--- config.mk ---
export PLATFORM = sky130hd
export DESIGN_NAME = tdq_ctrl
export DESIGN_NICKNAME = d
export VERILOG_FILES = /design/src/rtl/tdq_pkg.sv /design/src/rtl/tdq_ctrl.sv
export SDC_FILE = /design/constraint.sdc
export NUM_CORES = 1
export LEC_CHECK = 0
export BUFFER_PORTS_ARGS = -buffer_cell sky130_fd_sc_hd__clkbuf_2
export CORE_AREA = 2 2 39 41
export DETAILED_ROUTE_END_ITERATION = 10
export DIE_AREA = 0 0 41 43
export GPL_ROUTABILITY_DRIVEN = 0
export GPL_TIMING_DRIVEN = 0
export PLACE_DENSITY_LB_ADDON = 0.08
export SYNTH_ARGS = -nofsm -noshare
export SYNTH_HDL_FRONTEND = slang
export SYNTH_SLANG_ARGS = --single-unit
--- constraint.sdc ---
create_clock -name clk -period 0.94 [get_ports clk]
set_input_delay 0.047 -clock clk [delete_from_list [all_inputs] [get_ports clk]]
set_output_delay 0.047 -clock clk [all_outputs]
set_load 0.005 [all_outputs]
--- src/rtl/tdq_pkg.sv ---
`timescale 1ns / 1ps

package tdq_pkg;

  localparam int QUEUE_DEPTH_DEF = 1024;
  localparam int MAX_BURST_DEF   = 32;

  localparam int HANDLE_W      = 16;
  localparam int TIME_W        = 32;
  localparam int STATUS_W      = 2;
  localparam int COUNT_OUT_W   = 11;
  localparam int MAX_RELEASE_W = 6;
  localparam int CFG_DATA_W    = 32;
  localparam int CFG_IDX_W     = 1;

  localparam logic [STATUS_W-1:0] ST_ENQUEUED = 2'd0;
  localparam logic [STATUS_W-1:0] ST_FULL     = 2'd1;
  localparam logic [STATUS_W-1:0] ST_RELEASED = 2'd2;
  localparam logic [STATUS_W-1:0] ST_NONE_DUE = 2'd3;

  localparam logic [CFG_IDX_W-1:0] REG_DELAY_TIMEOUT = 1'd0;
  localparam logic [CFG_IDX_W-1:0] REG_MAX_RELEASE   = 1'd1;

  localparam logic OP_ENQUEUE = 1'b0;
  localparam logic OP_CHECK   = 1'b1;

  typedef enum logic {
    S_IDLE,
    S_EXEC
  } state_t;

  typedef enum logic [2:0] {
    RES_ENQ,
    RES_FULL,
    RES_REL,
    RES_REL_LAST,
    RES_NONE
  } result_kind_t;

  typedef struct packed {
    logic         latch;
    logic         write;
    logic         pop;
    logic         push;
    result_kind_t kind;
  } dp_cmd_t;

  typedef struct packed {
    logic op_check;
    logic full;
    logic empty;
    logic due;
    logic burst_ok;
    logic pend_valid;
    logic slot_free;
  } dp_status_t;

endpackage

--- src/rtl/tdq_ctrl.sv ---
`timescale 1ns / 1ps

module tdq_ctrl (
  input  logic                clk,
  input  logic                rst,
  input  logic                item_valid,
  output logic                item_ready,
  input  tdq_pkg::dp_status_t st,
  output tdq_pkg::dp_cmd_t    cmd
);
  import tdq_pkg::*;

  state_t state;
  state_t state_next;
  logic   go;

  always_ff @(posedge clk) begin
    if (rst) begin
      state <= S_IDLE;
    end else begin
      state <= state_next;
    end
  end

  assign go = !st.empty && st.burst_ok && st.due;

  always_comb begin
    state_next = state;
    item_ready = 1'b0;
    cmd        = '{latch: 1'b0, write: 1'b0, pop: 1'b0, push: 1'b0, kind: RES_NONE};
    case (state)
      S_IDLE: begin
        item_ready = 1'b1;
        if (item_valid) begin
          cmd.latch  = 1'b1;
          state_next = S_EXEC;
        end
      end
      S_EXEC: begin
        if (!st.op_check) begin
          if (st.slot_free) begin
            cmd.push   = 1'b1;
            cmd.kind   = st.full ? RES_FULL : RES_ENQ;
            cmd.write  = !st.full;
            state_next = S_IDLE;
          end
        end else if (go) begin
          // The previous release goes out now that another one follows it.
          if (!st.pend_valid || st.slot_free) begin
            cmd.pop  = 1'b1;
            cmd.push = st.pend_valid;
            cmd.kind = RES_REL;
          end
        end else if (st.slot_free) begin
          cmd.push   = 1'b1;
          cmd.kind   = st.pend_valid ? RES_REL_LAST : RES_NONE;
          state_next = S_IDLE;
        end
      end
      default: begin
        state_next = S_IDLE;
      end
    endcase
  end

endmodule

; ---- Yosys cells after proc, flatten, opt, wreduce, memory -nomap -nowiden
; Cells that the tools add are included.
[totals]
output_inout_bits = 8
ff_bits = 1
elab_cells = 27
[classes]
bitwise_logic = 1
n_mux = 19
n_reduce_logical = 6
[op_table]
columns = operator, n
row1 = 4-bit two-way mux, 4
row2 = 1-bit two-way mux, 11
row3 = 6-bit two-way mux, 1
row4 = 5-bit two-way mux, 1
row5 = 1-bit logical NOT, 3
row6 = 3-bit two-way mux, 1
row7 = 1-bit logical AND, 2
row8 = 1-bit case mux with 2 select lines, 1
row9 = 1-bit logical OR, 1
row10 = 1-bit NOT, 1

; ---- Depth between registers and ports, before layout
[depth]
depth_word = 6
depth_mapped = 2

; ---- Worst setup path before layout
; Ideal clock, no wire load.
[synth_path]
path_type = flip-flop to output port
startpoint = reg state
endpoint = out cmd[0] (netlist name)
path_slack_ns = 0.120
n_path_buf = 0
stages_incl_launch_ff = 3
t_arrival_ns = 0.773
cell_sequence = dfxtp_1 nand2_1 o32ai_1
[synth_rtl]
columns = element, line
row1 = from (decl), tdq_ctrl.sv:13  ; state_t state;
row2 = from (signal assigned), tdq_ctrl.sv:21  ; state <= state_next;
row3 = to (decl), tdq_ctrl.sv:9  ; output tdq_pkg::dp_cmd_t cmd

==> out/summary.json <==
{
  "detailed_routing": {
    "first_iter_violations": 2,
    "postRouteAntennaNets": 0,
    "drt_pre_antenna_iters": 3,
    "avgRoutedWirePerCell_um": 9.74,
    "overall_via_count_from_detail_route": 218,
    "drt_drc_violations_left": 0,
    "detail_route.wirelength_um": 516,
    "post_detailed_route_via_to_cell_ratio": 4.11
  },
  "setup_path": {
    "max_stage_delay_ps": 360,
    "worst_ep_arrival_time_ps": 840,
    "start_kind": "flop",
    "critPathSlowestCell": "dfxtp_4",
    "critical_path_class": "flop to primary output",
    "critical_path.max_fanout": 7,
    "path_cells": "nand2_1 > o32a_1 > clkbuf_2",
    "timing.critical_path.required_ps": 890,
    "setup.worst_path.end_class": "primary output"
  },
  "finish": {
    "reg.largest.list": "state x1",
    "flow.area_growth_from_synthesis_pct": 77.9,
    "final_cell_mix": "clkbuf_2, inv_1, nor2b_1, nor3_1",
    "final_net_count": 49,
    "number_of_flip_flops_in_the_largest_register": 1,
    "layout.cells.most_common": "clkbuf_2",
    "antenna_cells": 0,
    "regMostFlops": "state",
    "design_area_um2": 272,
    "final_util_pct": 19.6,
    "post_route_cells_drive_above_1_share_pct": 59.5,
    "filler_cell_count": 160
  },
  "cts": {
    "hold_buffers": 0,
    "cts.reportedPaths.clkPinSlew_ps": 0,
    "worst_skew_pair.late_latency_ps": 0
  },
  "sta": {
    "post-route-period-util_pct": 94.2,
    "final.setup_skew_ps": 0,
    "setup_viol_count_final": 0,
    "worst_slew_pin_slew_ps": 198,
    "fin_worst_hold_slack_ps": 213,
    "grt_setup_unrepaired": "false",
    "clock.fmax_mhz": 1130,
    "finalMaxSlewViolations": 0,
    "worst_slew_margin_rel_pct": 86.7,
    "timing.final.hold_violations": 0,
    "final_period_minus_worst_setup_slack_ps": 885
  },
  "die": {
    "die_w_um": 41,
    "rows": 14,
    "ios": 18,
    "fp.dieH_um": 43,
    "floorplan.die_area_um2": 1760,
    "initial_utilization_pct": 11.0,
    "core_region_area_um2": 1380
  },
  "logic_synthesis": {
    "fraction_of_synthesized_area_in_multiplexers_pct": 0,
    "mappedNetlistArea_um2": 153,
    "post_synth_fa_ha_maj_area_fraction_pct": 0,
    "synth.ff_latch_count": 1,
    "synthSimpleGateAreaFrac_pct": 51.6,
    "synth_top_family_by_area": "simple AND/OR/NAND/NOR gates",
    "share_of_the_synthesized_netlist_area_taken_by_xor_and_xnor_gates_pct": 0,
    "yosysUniqueCellTypes": 16,
    "ys_seq_area_share_pct": 13.1,
    "postSynthAreaPerCell_um2": 7.63,
    "syn-num-nets": 30,
    "yosysWarningCount": 0,
    "synthesized_netlist_cell_count": 20,
    "synth-compound-area-share_pct": 30.3
  },
  "place": {
    "count_of_input_and_output_buffers": 17,
    "dpl_cell_area_um2": 258,
    "hpwlAfterDp_um": 454
  },
  "global_route": {
    "global_route_congestion_overflow_total": 0,
    "grt_antenna_before_repair": 0,
    "global_route.usage.total_pct": 5.69,
    "largest_net_degree_at_the_start_of_global_routing": 8,
    "grt_first_pass_wirelength_um": 759,
    "grt_pass1_vias": 211
  },
  "worst_hold_path": {
    "hold_path_class": "primary input to flop"
  },
  "job": {
    "drv.max_cap_violation_count": 0
  },
  "power": {
    "power.total_mw": 0.139,
    "leakage_nw": 0.133,
    "max-vdd-ir-drop_mv": 0.108,
    "p_per_area_nw_per_um2": 511
  },
  "outcome": {
    "run_status": "finished clean"
  }
}
power by group:
part / switching [mW] / internal [mW]
logic: 0.0415 / 0.0429
registers: 0.00748 / 0.0468
clock network: 0 / 0
total: 0.0490 / 0.0896
synth_stat cells:
master	n	area [um2]
a21oi_1	1	5.00
a311oi_2	1	15.0
and2b_1	1	7.51
and3b_1	1	8.76
dfxtp_1	1	20.0
inv_1	2	7.51
nand2_1	2	7.51
nand3b_1	1	7.51
nand4_1	1	6.26
nand4b_2	1	15.0
nor2_1	1	3.75
nor2b_1	2	12.5
nor3_1	2	10.0
o31ai_1	1	7.51
o32a_1	1	10.0
o32ai_1	1	8.76
area by class of cell:
cell class              instances  area [um2]  share of cell area, %
flip-flops and latches          1        23.8                   8.76
repair buffers                 17        85.1                   31.3
multi-input cells              17         135                   49.8
well taps                      16        20.0                   7.37
inverters                       2        7.51                   2.76
metal layers:
| layer | up-vias | wire length, um | track usage (%) |
|---|---|---|---|
| li1 | 112 | - | - |
| met1 | 98 | 183 | 5.38 |
| met2 | 8 | 287 | 11.6 |
| met3 | 0 | 44 | 0.524 |
| met4 | 0 | 0 | 1.33 |
| met5 | - | 0 | 0 |
worst max-delay path, delay by kind of cell (launching register included):
family | cells | cell delay [ps]
buffers and inverters | 1 | 110
AND/OR/NAND/NOR | 1 | 70
AO/OA/AOI/OAI | 1 | 290
flip-flops | 1 | 360
worst paths after layout:
check / from / to / slack (ps) / cells past startpoint
min reg2reg: state / state / 500 / 1
max reg2reg: state / state / 180 / 2
min: rst / state / 210 / 2
max: state / cmd[2] / 50 / 3
per-stage QoR:
step	setup TNS (ps)	setup WS (ps)	instances
2_1_floorplan	0	120	20
3_3_place_gp	-121	-81.3	53
3_5_place_dp	-156	-83.7	53
4_1_cts	0	7.78	53
5_1_grt	0	20.7	53
6_report	0	54.6	53
cells by family (layout without fill, tap and decap cells):
| family | after synthesis | count (layout) |
|---|---|---|
| and+or+nand+nor | 12 | 12 |
| DFF | 1 | 1 |
| AOI/OAI and AO/OA | 5 | 5 |
| buffers and inverters | 2 | 19 |
timing repair:
action | in CTS | in global routing
gates cloned | 0 | 0
endpoints found under the setup margin | 4 | 2
buffers inserted | 0 | 0
gates resized for setup | 1 | 3
No activity file was read; power rests on OpenSTA's default activity.
